==> src/rtl/hspu_pkg.sv <==
`timescale 1ns / 1ps
// Shared constants, types and the helper function of the scan line pixel unpacker.
package hspu_pkg;

    localparam int CHANNELS_DEFAULT     = 6;
    localparam int HEADER_BYTES_DEFAULT = 50;

    localparam int CHAN_BYTES      = 5;
    localparam int PIX_PER_GROUP   = 4;
    localparam int GROUPS_PER_LINE = 385;
    localparam int LAST_PIXEL      = GROUPS_PER_LINE * PIX_PER_GROUP - 1;
    localparam int SYNC_LEN        = 8;
    localparam int SYNC_IDX_W      = $clog2(SYNC_LEN);

    localparam int POS_W      = 14;
    localparam int GCOUNT_W   = 9;
    localparam int SAMPLE_W   = $clog2(PIX_PER_GROUP);
    localparam int INDEX_W    = GCOUNT_W + SAMPLE_W;
    localparam int GRAY_W     = 3;
    localparam int CFG_DATA_W = 3;
    localparam int CFG_IDX_W  = 1;

    localparam logic [7:0] SYNC_WORD [SYNC_LEN] = '{
        8'h02, 8'h18, 8'hA7, 8'hA3, 8'h92, 8'hDD, 8'h9A, 8'hBF
    };

    typedef enum logic [CFG_IDX_W-1:0] {
        REG_COLOR_MODE   = 1'b0,
        REG_GRAY_CHANNEL = 1'b1
    } cfg_reg_t;

    localparam logic COLOR_GRAY = 1'b0;
    localparam logic COLOR_RGB  = 1'b1;

    typedef logic [7:0] pix_t;

    typedef struct packed {
        pix_t red;
        pix_t green;
        pix_t blue;
    } rgb_t;

    // One finished group: four pixels ready to send, plus line position and sync status.
    typedef struct packed {
        rgb_t [PIX_PER_GROUP-1:0] pix;
        logic [GCOUNT_W-1:0]      group_num;
        logic                     sync_ok;
    } group_t;

    // Pixel 'sample' of a 5-byte channel spans bytes sample and sample+1, MSB first.
    // The 10-bit value is reduced to 8 bits by dropping its two low bits.
    function automatic pix_t pixel8(input pix_t hi, input pix_t lo,
                                    input logic [SAMPLE_W-1:0] sample);
        logic [15:0] word;
        pix_t        result;
        word = {hi, lo};
        unique case (sample)
            2'd0: result = word[15:8];
            2'd1: result = word[13:6];
            2'd2: result = word[11:4];
            2'd3: result = word[9:2];
        endcase
        return result;
    endfunction

endpackage

==> src/rtl/hrpt_scan_pixel_unpacker_core.sv <==
`timescale 1ns / 1ps
// Top level of the scan line pixel unpacker: configuration registers and the two stages.
//
// The input channel takes one image byte per word, with start_of_scan marking byte 0 of
// a scan line; a word is taken when in_valid is high and in_stall is low. Bytes 0 to 7
// are checked against the sync word, the header bytes are skipped, and each
// following group of five bytes per channel is collected in a shift line. The byte that
// closes a group loads four finished pixels into a capture register, and the output
// channel then presents them one after another (out_valid / out_stall).
//
// Throughput is one input word per cycle while in_stall is low. The first pixel of a
// group passes through the capture register and then the output register. in_stall
// rises only while the next group's closing byte is due and the previous group still
// has pixels waiting, which happens only if the receiver holds out_stall for most of
// a group; while stalled, the output word holds steady. Configuration is sampled when
// a group closes.
//
// Reset (rst_n low, asynchronous) clears the byte position, group count and all valid
// flags and sets the sync flag; the first byte after reset counts as byte 0 even without
// a start flag. Both configuration registers reset to zero: gray mode from channel 0.
module hrpt_scan_pixel_unpacker_core
    import hspu_pkg::*;
#(
    parameter int CHANNELS     = CHANNELS_DEFAULT,
    parameter int HEADER_BYTES = HEADER_BYTES_DEFAULT
)
(
    input  logic                  clk,
    input  logic                  rst_n,
    input  logic                  cfg_write,
    input  logic [CFG_IDX_W-1:0]  cfg_index,
    input  logic [CFG_DATA_W-1:0] cfg_data,
    input  logic                  in_valid,
    output logic                  in_stall,
    input  logic [7:0]            data_byte,
    input  logic                  start_of_scan,
    output logic                  out_valid,
    input  logic                  out_stall,
    output logic [7:0]            red,
    output logic [7:0]            green,
    output logic [7:0]            blue,
    output logic [INDEX_W-1:0]    pixel_index,
    output logic                  last_of_line,
    output logic                  sync_ok
);

    logic              color_mode_reg;
    logic [GRAY_W-1:0] gray_channel_reg;
    logic              grp_valid;
    logic              grp_take;
    group_t            grp;

    // Plain write port; the two registers decode from the single index bit.
    always_ff @(posedge clk or negedge rst_n)
    begin
        if (!rst_n)
        begin
            color_mode_reg   <= COLOR_GRAY;
            gray_channel_reg <= '0;
        end
        else if (cfg_write)
        begin
            unique case (cfg_reg_t'(cfg_index))
                REG_COLOR_MODE:   color_mode_reg   <= cfg_data[0];
                REG_GRAY_CHANNEL: gray_channel_reg <= cfg_data[GRAY_W-1:0];
            endcase
        end
    end

    hspu_front #(
        .CHANNELS     (CHANNELS),
        .HEADER_BYTES (HEADER_BYTES)
    ) u_front (
        .clk           (clk),
        .rst_n         (rst_n),
        .in_valid      (in_valid),
        .in_stall      (in_stall),
        .data_byte     (data_byte),
        .start_of_scan (start_of_scan),
        .color_mode    (color_mode_reg),
        .gray_channel  (gray_channel_reg),
        .grp_valid     (grp_valid),
        .grp           (grp),
        .grp_take      (grp_take)
    );

    hspu_emit u_emit (
        .clk          (clk),
        .rst_n        (rst_n),
        .grp_valid    (grp_valid),
        .grp          (grp),
        .grp_take     (grp_take),
        .out_valid    (out_valid),
        .out_stall    (out_stall),
        .red          (red),
        .green        (green),
        .blue         (blue),
        .pixel_index  (pixel_index),
        .last_of_line (last_of_line),
        .sync_ok      (sync_ok)
    );

endmodule

==> src/rtl/hspu_front.sv <==
`timescale 1ns / 1ps
// Byte tracking, sync check, group shift line and group capture register.
module hspu_front
    import hspu_pkg::*;
#(
    parameter int CHANNELS     = CHANNELS_DEFAULT,
    parameter int HEADER_BYTES = HEADER_BYTES_DEFAULT
)
(
    input  logic              clk,
    input  logic              rst_n,
    input  logic              in_valid,
    output logic              in_stall,
    input  logic [7:0]        data_byte,
    input  logic              start_of_scan,
    input  logic              color_mode,
    input  logic [GRAY_W-1:0] gray_channel,
    output logic              grp_valid,
    output group_t            grp,
    input  logic              grp_take
);

    localparam int GROUP_BYTES = CHAN_BYTES * CHANNELS;
    localparam int OFF_W       = $clog2(GROUP_BYTES);
    localparam int CH_W        = $clog2(CHANNELS);
    localparam logic [OFF_W-1:0] OFF_LAST = OFF_W'(GROUP_BYTES - 1);
    localparam logic [POS_W-1:0] POS_MAX  = '1;

    logic [POS_W-1:0]    pos_reg, pos_next, pos_cur;
    logic                sync_reg, sync_next, sync_cur;
    logic [GCOUNT_W-1:0] gcount_reg, gcount_next, gcount_cur;
    logic [OFF_W-1:0]    off_reg, off_next, off_cur;
    logic                grp_valid_reg, grp_valid_next;
    group_t              grp_reg, grp_new;

    logic [7:0] shift_reg [GROUP_BYTES-1];
    logic [7:0] gb [GROUP_BYTES];
    logic [7:0] chan_bytes [CHANNELS][CHAN_BYTES];
    logic [7:0] gray_bytes [CHAN_BYTES];
    logic [CH_W-1:0] ch_sel;

    logic accept, shift_en, group_end;

    // Only the byte that closes a group needs the capture register, so stall just that one.
    assign in_stall = grp_valid_reg && (off_reg == OFF_LAST);
    assign accept   = in_valid && !in_stall;

    assign pos_cur    = start_of_scan ? '0 : pos_reg;
    assign sync_cur   = start_of_scan ? 1'b1 : sync_reg;
    assign gcount_cur = start_of_scan ? '0 : gcount_reg;
    assign off_cur    = start_of_scan ? '0 : off_reg;

    always_comb
    begin
        pos_next    = pos_reg;
        sync_next   = sync_reg;
        gcount_next = gcount_reg;
        off_next    = off_reg;
        shift_en    = 1'b0;
        group_end   = 1'b0;
        if (accept)
        begin
            pos_next    = (pos_cur < POS_MAX) ? pos_cur + POS_W'(1) : pos_cur;
            sync_next   = sync_cur;
            gcount_next = gcount_cur;
            off_next    = off_cur;
            if (pos_cur < POS_W'(SYNC_LEN) && data_byte != SYNC_WORD[pos_cur[SYNC_IDX_W-1:0]])
            begin
                sync_next = 1'b0;
            end
            if (pos_cur >= POS_W'(HEADER_BYTES) && gcount_cur < GCOUNT_W'(GROUPS_PER_LINE))
            begin
                shift_en = 1'b1;
                if (off_cur == OFF_LAST)
                begin
                    group_end   = 1'b1;
                    off_next    = '0;
                    gcount_next = gcount_cur + GCOUNT_W'(1);
                end
                else
                begin
                    off_next = off_cur + OFF_W'(1);
                end
            end
        end
    end

    // The whole group as it stands once the closing byte arrives.
    always_comb
    begin
        for (int k = 0; k < GROUP_BYTES - 1; k++)
        begin
            gb[k] = shift_reg[k];
        end
        gb[GROUP_BYTES-1] = data_byte;
        for (int c = 0; c < CHANNELS; c++)
        begin
            for (int i = 0; i < CHAN_BYTES; i++)
            begin
                chan_bytes[c][i] = gb[c*CHAN_BYTES + i];
            end
        end
    end

    always_comb
    begin
        if ({1'b0, gray_channel} >= (GRAY_W + 1)'(CHANNELS))
        begin
            ch_sel = CH_W'(CHANNELS - 1);
        end
        else
        begin
            ch_sel = gray_channel[CH_W-1:0];
        end
        for (int i = 0; i < CHAN_BYTES; i++)
        begin
            gray_bytes[i] = chan_bytes[ch_sel][i];
        end
    end

    always_comb
    begin
        grp_new.group_num = gcount_cur;
        grp_new.sync_ok   = sync_next;
        for (int j = 0; j < PIX_PER_GROUP; j++)
        begin
            if (color_mode == COLOR_RGB)
            begin
                grp_new.pix[j].red   = pixel8(chan_bytes[2][j], chan_bytes[2][j+1],
                                              SAMPLE_W'(j));
                grp_new.pix[j].green = pixel8(chan_bytes[1][j], chan_bytes[1][j+1],
                                              SAMPLE_W'(j));
                grp_new.pix[j].blue  = pixel8(chan_bytes[0][j], chan_bytes[0][j+1],
                                              SAMPLE_W'(j));
            end
            else
            begin
                grp_new.pix[j].red   = pixel8(gray_bytes[j], gray_bytes[j+1], SAMPLE_W'(j));
                grp_new.pix[j].green = grp_new.pix[j].red;
                grp_new.pix[j].blue  = grp_new.pix[j].red;
            end
        end
    end

    assign grp_valid_next = group_end || (grp_valid_reg && !grp_take);

    always_ff @(posedge clk or negedge rst_n)
    begin
        if (!rst_n)
        begin
            pos_reg       <= '0;
            sync_reg      <= 1'b1;
            gcount_reg    <= '0;
            off_reg       <= '0;
            grp_valid_reg <= 1'b0;
        end
        else
        begin
            pos_reg       <= pos_next;
            sync_reg      <= sync_next;
            gcount_reg    <= gcount_next;
            off_reg       <= off_next;
            grp_valid_reg <= grp_valid_next;
        end
    end

    always_ff @(posedge clk)
    begin
        if (shift_en)
        begin
            for (int k = 0; k < GROUP_BYTES - 2; k++)
            begin
                shift_reg[k] <= shift_reg[k+1];
            end
            shift_reg[GROUP_BYTES-2] <= data_byte;
        end
        if (group_end)
        begin
            grp_reg <= grp_new;
        end
    end

    assign grp_valid = grp_valid_reg;
    assign grp       = grp_reg;

endmodule

==> src/rtl/hspu_emit.sv <==
`timescale 1ns / 1ps
// Sends the four pixels of a captured group through the output register.
module hspu_emit
    import hspu_pkg::*;
(
    input  logic               clk,
    input  logic               rst_n,
    input  logic               grp_valid,
    input  group_t             grp,
    output logic               grp_take,
    output logic               out_valid,
    input  logic               out_stall,
    output logic [7:0]         red,
    output logic [7:0]         green,
    output logic [7:0]         blue,
    output logic [INDEX_W-1:0] pixel_index,
    output logic               last_of_line,
    output logic               sync_ok
);

    logic [SAMPLE_W-1:0] sample_reg;
    logic                out_valid_reg, out_valid_next;
    logic                out_load;
    logic [INDEX_W-1:0]  index_new;
    logic [7:0]          red_reg, green_reg, blue_reg;
    logic [INDEX_W-1:0]  index_reg;
    logic                last_reg, sync_reg;

    assign out_load       = grp_valid && (!out_valid_reg || !out_stall);
    assign grp_take       = out_load && (sample_reg == SAMPLE_W'(PIX_PER_GROUP - 1));
    assign out_valid_next = out_load || (out_valid_reg && out_stall);
    assign index_new      = {grp.group_num, sample_reg};

    always_ff @(posedge clk or negedge rst_n)
    begin
        if (!rst_n)
        begin
            out_valid_reg <= 1'b0;
            sample_reg    <= '0;
        end
        else
        begin
            out_valid_reg <= out_valid_next;
            if (out_load)
            begin
                sample_reg <= sample_reg + SAMPLE_W'(1);
            end
        end
    end

    always_ff @(posedge clk)
    begin
        if (out_load)
        begin
            red_reg   <= grp.pix[sample_reg].red;
            green_reg <= grp.pix[sample_reg].green;
            blue_reg  <= grp.pix[sample_reg].blue;
            index_reg <= index_new;
            last_reg  <= (index_new == INDEX_W'(LAST_PIXEL));
            sync_reg  <= grp.sync_ok;
        end
    end

    assign out_valid    = out_valid_reg;
    assign red          = red_reg;
    assign green        = green_reg;
    assign blue         = blue_reg;
    assign pixel_index  = index_reg;
    assign last_of_line = last_reg;
    assign sync_ok      = sync_reg;

endmodule

==> config.mk <==
export PLATFORM = sky130hd
export DESIGN_NAME = hrpt_scan_pixel_unpacker_core
export DESIGN_NICKNAME = d
export VERILOG_FILES = /design/src/rtl/hspu_pkg.sv /design/src/rtl/hrpt_scan_pixel_unpacker_core.sv /design/src/rtl/hspu_front.sv /design/src/rtl/hspu_emit.sv
export SDC_FILE = /design/constraint.sdc
export NUM_CORES = 1
export LEC_CHECK = 0
export BUFFER_PORTS_ARGS = -buffer_cell sky130_fd_sc_hd__buf_2
export CAP_MARGIN = 10
export CORE_ASPECT_RATIO = 1.1
export CORE_MARGIN = 1
export CORE_UTILIZATION = 50
export CTS_CLUSTER_DIAMETER = 60
export DETAILED_ROUTE_END_ITERATION = 16
export MAX_ROUTING_LAYER = met4
export PLACE_DENSITY_LB_ADDON = 0.25
export SYNTH_ARGS = -nofsm -noshare
export SYNTH_HDL_FRONTEND = slang
export SYNTH_SLANG_ARGS = --single-unit
==> constraint.sdc <==
create_clock -name clk -period 13.96 [get_ports clk]
set_input_delay 2.094 -clock clk [delete_from_list [all_inputs] [get_ports clk]]
set_output_delay 2.094 -clock clk [all_outputs]
set_load 0.02 [all_outputs]
==> impl_metrics.toml, run 1 <==
[final_layout]
syn2layout_area_growth_pct = 12.2
fin_area_sq_um = 18900
largest_reg_flops = 232
multi_input_area_sq_um = 4410
fill_cells = 2595
seq_area_sq_um = 12200
layout.nets = 1203
drive_gt1_share_pct = 14.8

[power_and_ir_drop]
power.net_switching_mw = 0.601
p_leak_nw = 6.66
switching_share_pct = 22.8
clockPowerShare_pct = 40.3
vdd_drop_max_mv = 0.0858
cellPowerDensity_nw_per_um2 = 140
p_seq_share_pct = 51.4
power_frac_comb_pct = 8.3
p_int_mw = 2.04

[clocking]
cts_resized = 0
htree_levels = 2
cts.sinks = 412
tritoncts = "yes"
cts_hold_buf = 0
path_clk_slew_ns = 0.06
post_cts_buffers = 0
clk_latency_ns = 0.54
cts_buffers = 42
cts-root-buf = "clkbuf_16"
clock_path_buffers = 3

[place]
dpl_cell_area_sq_um = 17600
gp_congestion = 0.849
dpl.hpwl_um = 21000
port_buffers = 56

[die]
start_util_pct = 50.7
rows = 70
dieArea_sq_um = 34400
coreArea_sq_um = 33200
die_x_um = 177
die_h_um = 194
ios = 57

[logic_synthesis]
ys_seq_area_share_pct = 72.4
synth_top_cells_by_count = "edfxtp_1 (375), nand2_1 (259), mux2i_1 (109)"
synth_compound_area_share_pct = 4.73
synth.largest_area_cell = "edfxtp_1"
syn_inst = 1120
synth_top_area_share_pct = 66.9
yosysMostFrequentCell = "edfxtp_1"
synth_area_per_cell_sq_um = 15.0
synth_edf_count = 375
yosys_warnings = 0
synth_seq_cells = 412
synth_nets = 1146
yosys.area_share.adder_pct = 0.654
synth_area_leaders = "edfxtp_1 (67%), mux2i_1 (6.5%), nand2_1 (5.8%), dfrtp_1 (5.3%), mux4_2 (3.2%)"
muxShareOfSynthArea_pct = 9.95
dominantRegCellSynth = "edfxtp_1"
synth-simple-area-share_pct = 10.0
synth_top_family_by_area = "simple AND/OR/NAND/NOR gates"
yosys.area_share.xor_xnor_pct = 0.624
netlist_area_sq_um = 16800
synthDistinctLibCells = 69
async_flop_share_pct = 8.98

[sta]
drv_slew = 0
slew_headroom_pct = 28.4
worst_slew_pin_slew_ns = 1.07
rsz0062_at_grt = "false"
fin_setup_tns_ns = 0
final.setup_skew_ns = 0.0130
fmax_mhz = 186
finalHoldViolations = 0
setup_violations = 0
period_share_pct = 38.5
fin_crit_ns = 5.37

[setup_path]
cpPeakStageDelay_ns = 0.89
r2r_end = "u_front.grp[31]"
crit_arrival_ns = 5.52
critPathRequiredTime_ns = 14.11
crit_slowest_cell = "buf_4"
path_cells = "buf_2, nor2b_1, inv_1, ha_1, or4_1, a311o_1, nand3_2, nor2_4, buf_4"
rrSetupSlack_ns = 10.25
worst-path-buf-inv = 3
crit_type = "in2reg"
regToRegStartpoint = "u_front.pos_reg[1]"
crit_path_end_kind = "flip-flop"
cp-start-kind = "primary input"
cp_max_fo = 86
crit_family = "buffers and inverters"
rr_worst_depth = 7

[drt]
antenna_left = 0
drt_pass1_iterations = 7
drt_wl_total_um = 33200
drc = 0
vias = 9358
drtIter0Drc = 882
vias_per_cell = 5.70
wl_per_cell_um = 20.2

[worst_hold_path]
min_to = "u_front.shift_reg[1][85]"
hold_depth = 0
hp-start = "u_front.shift_reg[1][93]"
min-delay-path-class = "reg2reg"

[run_status]
status = "complete, no violations"

[grt]
grt_remaining_overflow = 0
grt_pass1_wl_um = 52000
grt_pass1_vias = 9040
grt_max_degree = 176
gr-usage-all-layers_pct = 20.6
antenna_found_initial = 1

[job]
cap_violations = 0
==> metrics by stage <==
step / worst slack, ns / total power, mW / util, % / hold WS (ns) / std cells
6_report: 8.59 / 2.64 / 56.9 / 0.410 / 1643
3_5_place_dp: 8.05 / 1.60 / 53.0 / 0.405 / 1565
4_1_cts: 8.61 / 2.67 / 56.9 / 0.409 / 1642
5_1_grt: 8.28 / 2.74 / 56.9 / 0.415 / 1643
2_1_floorplan: 3.80 / 1.53 / - / 0.400 / 1120
3_3_place_gp: 8.18 / 1.60 / 53.0 / 0.400 / 1565
==> cell usage in the layout, fill, tap and decap left out, drive strengths merged, types with 4 or more instances in the layout <==
master	synthesis	routed
mux2	4	4
clkinv	0	14
edfxtp	375	375
buf	22	69
a211oi	10	10
nor2b	23	23
ha	8	8
and4b	5	5
mux2i	109	109
nand2	260	260
o31ai	6	6
xnor2	9	9
nand3	18	18
a21oi	22	22
clkbuf	34	59
mux4	24	24
o211ai	35	35
nor2	15	15
inv	11	13
o21ai	11	11
or4	8	8
nand4	4	4
dfrtp	36	36
nor3	9	9
or3	4	4
==> logic make-up after synthesis <==
group,Yosys count
flops,412
simple gates,371
mux,137
compound gates,112
buf+inv,67
xor+xnor,12
fa+ha+maj,9
==> per-layer routing <==
metal / vias to the layer above / part of all wire (%) / global-route usage, %
met1: 4714 / 48 / 31.4
met3: 40 / 6.2 / 3.62
met4: 0 / 1.3 / 4.63
met5: - / 0 / -
met2: 262 / 45 / 28.7
li1: 4342 / - / -
==> area by class of cell <==
type                    instances  area share (%)
inverters                      11           0.219
multi-input cells             641            23.3
clock inverters                18           0.656
flip-flops and latches        412            64.5
diodes                          1          0.0132
clock buffers                  59            6.29
well taps                     432            2.86
repair buffers                 69            2.07
==> worst reg2reg max path, stage by stage, from the launching register on <==
cell     delay (ns)
dfrtp_1        0.54
nor2b_1        0.30
ha_1           0.21
or4_1          0.11
a311o_1        0.30
nand3_2        0.26
nor2_4         0.60
buf_4          0.90
==> worst max-delay path by stage <==
stage	from	end	slack [ns]	cells after the start
final	start_of_scan	u_front.grp[31]	8.59	9
after global routing	start_of_scan	u_front.shift_reg[0][17]	8.28	10
after CTS	start_of_scan	u_front.grp[97]	8.61	9
after detailed placement	start_of_scan	u_front.grp[97]	8.05	9
after global placement	start_of_scan	u_front.shift_reg[0][105]	8.18	10
after floorplan	start_of_scan	u_front.shift_reg[0][0]	3.80	10
==> power groups by stage <==
stage               clock (mW)  sequential [mW]  combinational, mW
floorplan                    0             1.38              0.153
global placement             0             1.38              0.216
detailed placement           0             1.38              0.219
CTS                       1.09             1.36              0.220
global route              1.14             1.36              0.241
finish                    1.06             1.36              0.219
Note: power is estimated with default switching activity, not from simulation.
==> run 2: changes to the inputs <==
- clock period: 13.96 -> 4.8 ns (I/O delays scaled with it)
==> impl_metrics.toml, run 2 (synthesized netlist as in run 1, its figures left out) <==
[setup_path]
path_common_cell = "buf_4"
crit_slowest_cell = "nor2_4"
path_cells = "buf_2, buf_4, nor2b_1, ha_1, nand4_1, nand2b_1, nor2_4, buf_4"
crit_arrival_ns = 3.24
worst-path-buf-inv = 3
cp-start-kind = "primary input"
critPathRequiredTime_ns = 5.03
cpPeakStageDelay_ns = 0.73
crit_family = "simple AND/OR/NAND/NOR gates"
cp_max_fo = 26
crit_path_end_kind = "flip-flop"
crit_type = "in2reg"

[place]
dpl.hpwl_um = 22500
dp_slack_ns = 1.24
port_buffers = 56
dpl_cell_area_sq_um = 17800
gp_congestion = 0.854

[die]
dieArea_sq_um = 34400
die_x_um = 177
ios = 57
rows = 70
coreArea_sq_um = 33200
die_h_um = 194
start_util_pct = 50.7

[power_and_ir_drop]
p_leak_nw = 6.76
cellPowerDensity_nw_per_um2 = 408
p_int_mw = 5.99
p_seq_share_pct = 50.8
vdd_drop_max_mv = 0.308
clockPowerShare_pct = 40.8
switching_share_pct = 23.0
power.net_switching_mw = 1.79
power_frac_comb_pct = 8.3

[final_layout]
syn2layout_area_growth_pct = 13.4
layout.nets = 1217
n_antenna_cell = 0
fin_area_sq_um = 19100
layout_common_cells = "edfxtp_1 (375), nand2_1 (259), mux2i_1 (109)"
largest_reg_flops = 232
drive_gt1_share_pct = 15.9
final_common_cell = "edfxtp_1"

[run_status]
status = "complete, no violations"

[clocking]
clock_path_buffers = 3
tritoncts = "yes"
cts-root-buf = "clkbuf_16"
post_cts_buffers = 0
cts_hold_buf = 0
htree_levels = 2
path_clk_slew_ns = 0.06
cts_resized = 0
clk_latency_ns = 0.54
cts_buffers = 42
cts.sinks = 412

[drt]
vias = 9441
vias_per_cell = 5.70
antenna_left = 0
drt_wl_total_um = 34200
drtIter0Drc = 997
wl_per_cell_um = 20.7
drc = 0
drt_pass1_iterations = 5

[sta]
fmax_mhz = 333
slew_headroom_pct = 35.3
finalHoldViolations = 0
rsz0062_at_grt = "false"
setup_violations = 0
setup_ws_ns = 1.80
period_share_pct = 62.6
drv_slew = 0
final.setup_skew_ns = 0.0114
fin_crit_ns = 3.00
worst_slew_pin_slew_ns = 0.970

[worst_hold_path]
min-delay-path-class = "in2async"

[grt]
antenna_found_initial = 0
grt_remaining_overflow = 0
grt_pass1_vias = 8854
gr-usage-all-layers_pct = 20.9
grt_pass1_wl_um = 52800
grt_max_degree = 97

[job]
cap_violations = 0
[run 2: through the flow]
| step | total power [mW] | std cells | TNS, ns | hold WS [ns] | util, % |
|---|---|---|---|---|---|
| 6_report | 7.78 | 1655 | 0 | 0.307 | 57.5 |
| 5_1_grt | 8.04 | 1655 | 0 | 0.358 | 57.5 |
| 4_1_cts | 7.84 | 1655 | 0 | 0.332 | 57.5 |
| 3_5_place_dp | 4.68 | 1579 | 0 | 0.405 | 53.5 |
| 3_3_place_gp | 4.68 | 1579 | 0 | 0.401 | 53.5 |
| 2_1_floorplan | 4.46 | 1120 | -276.41 | 0.400 | - |
[run 2: per-layer routing]
layer  wire (um)  track usage (%)  vias up
li1            -                -     4371
met2       15400             29.2      311
met1       16000             32.0     4722
met5           0                -        -
met4         488             4.89        0
met3        2330             3.58       37
[run 2: final cells by class]
class,instances,area [sq um]
clock inverters,19,179
clock buffers,57,1160
fillers,2579,14100
flip-flops and latches,412,12200
repair buffers,83,558
well taps,432,541
multi-input cells,641,4430
inverters,11,41.3
[run 2: worst register-to-register path, delay by kind of cell, from the launching register on]
kind,cells,cell delay [ns]
mux,2,0.51
flops,1,0.38
simple gates,2,0.38
compound gates,1,0.36
buf+inv,2,1.11
[run 2: power by group through the flow]
stage                     Combinational, mW  Clock [mW]  Sequential, mW
after floorplan                       0.451           0            4.01
after global placement                0.644           0            4.03
after detailed placement              0.646           0            4.03
after CTS                             0.649        3.24            3.96
after global routing                  0.708        3.37            3.96
final                                 0.648        3.18            3.96
[run 2: worst paths after layout]
check                                          from                        to  slack [ns]  depth (start not counted)
setup / recovery                      start_of_scan           u_front.grp[26]        1.80                          8
hold reg to reg            u_front.shift_reg[0][54]  u_front.shift_reg[0][46]        0.41                          0
max in group asynchronous                     rst_n       gray_channel_reg[1]        3.81                          1
hold / removal                                rst_n      u_emit.sample_reg[0]        0.31                          1
min in group clk                           in_valid        u_front.off_reg[1]        0.40                          2
setup reg to reg                gray_channel_reg[1]           u_front.grp[79]        1.80                          7
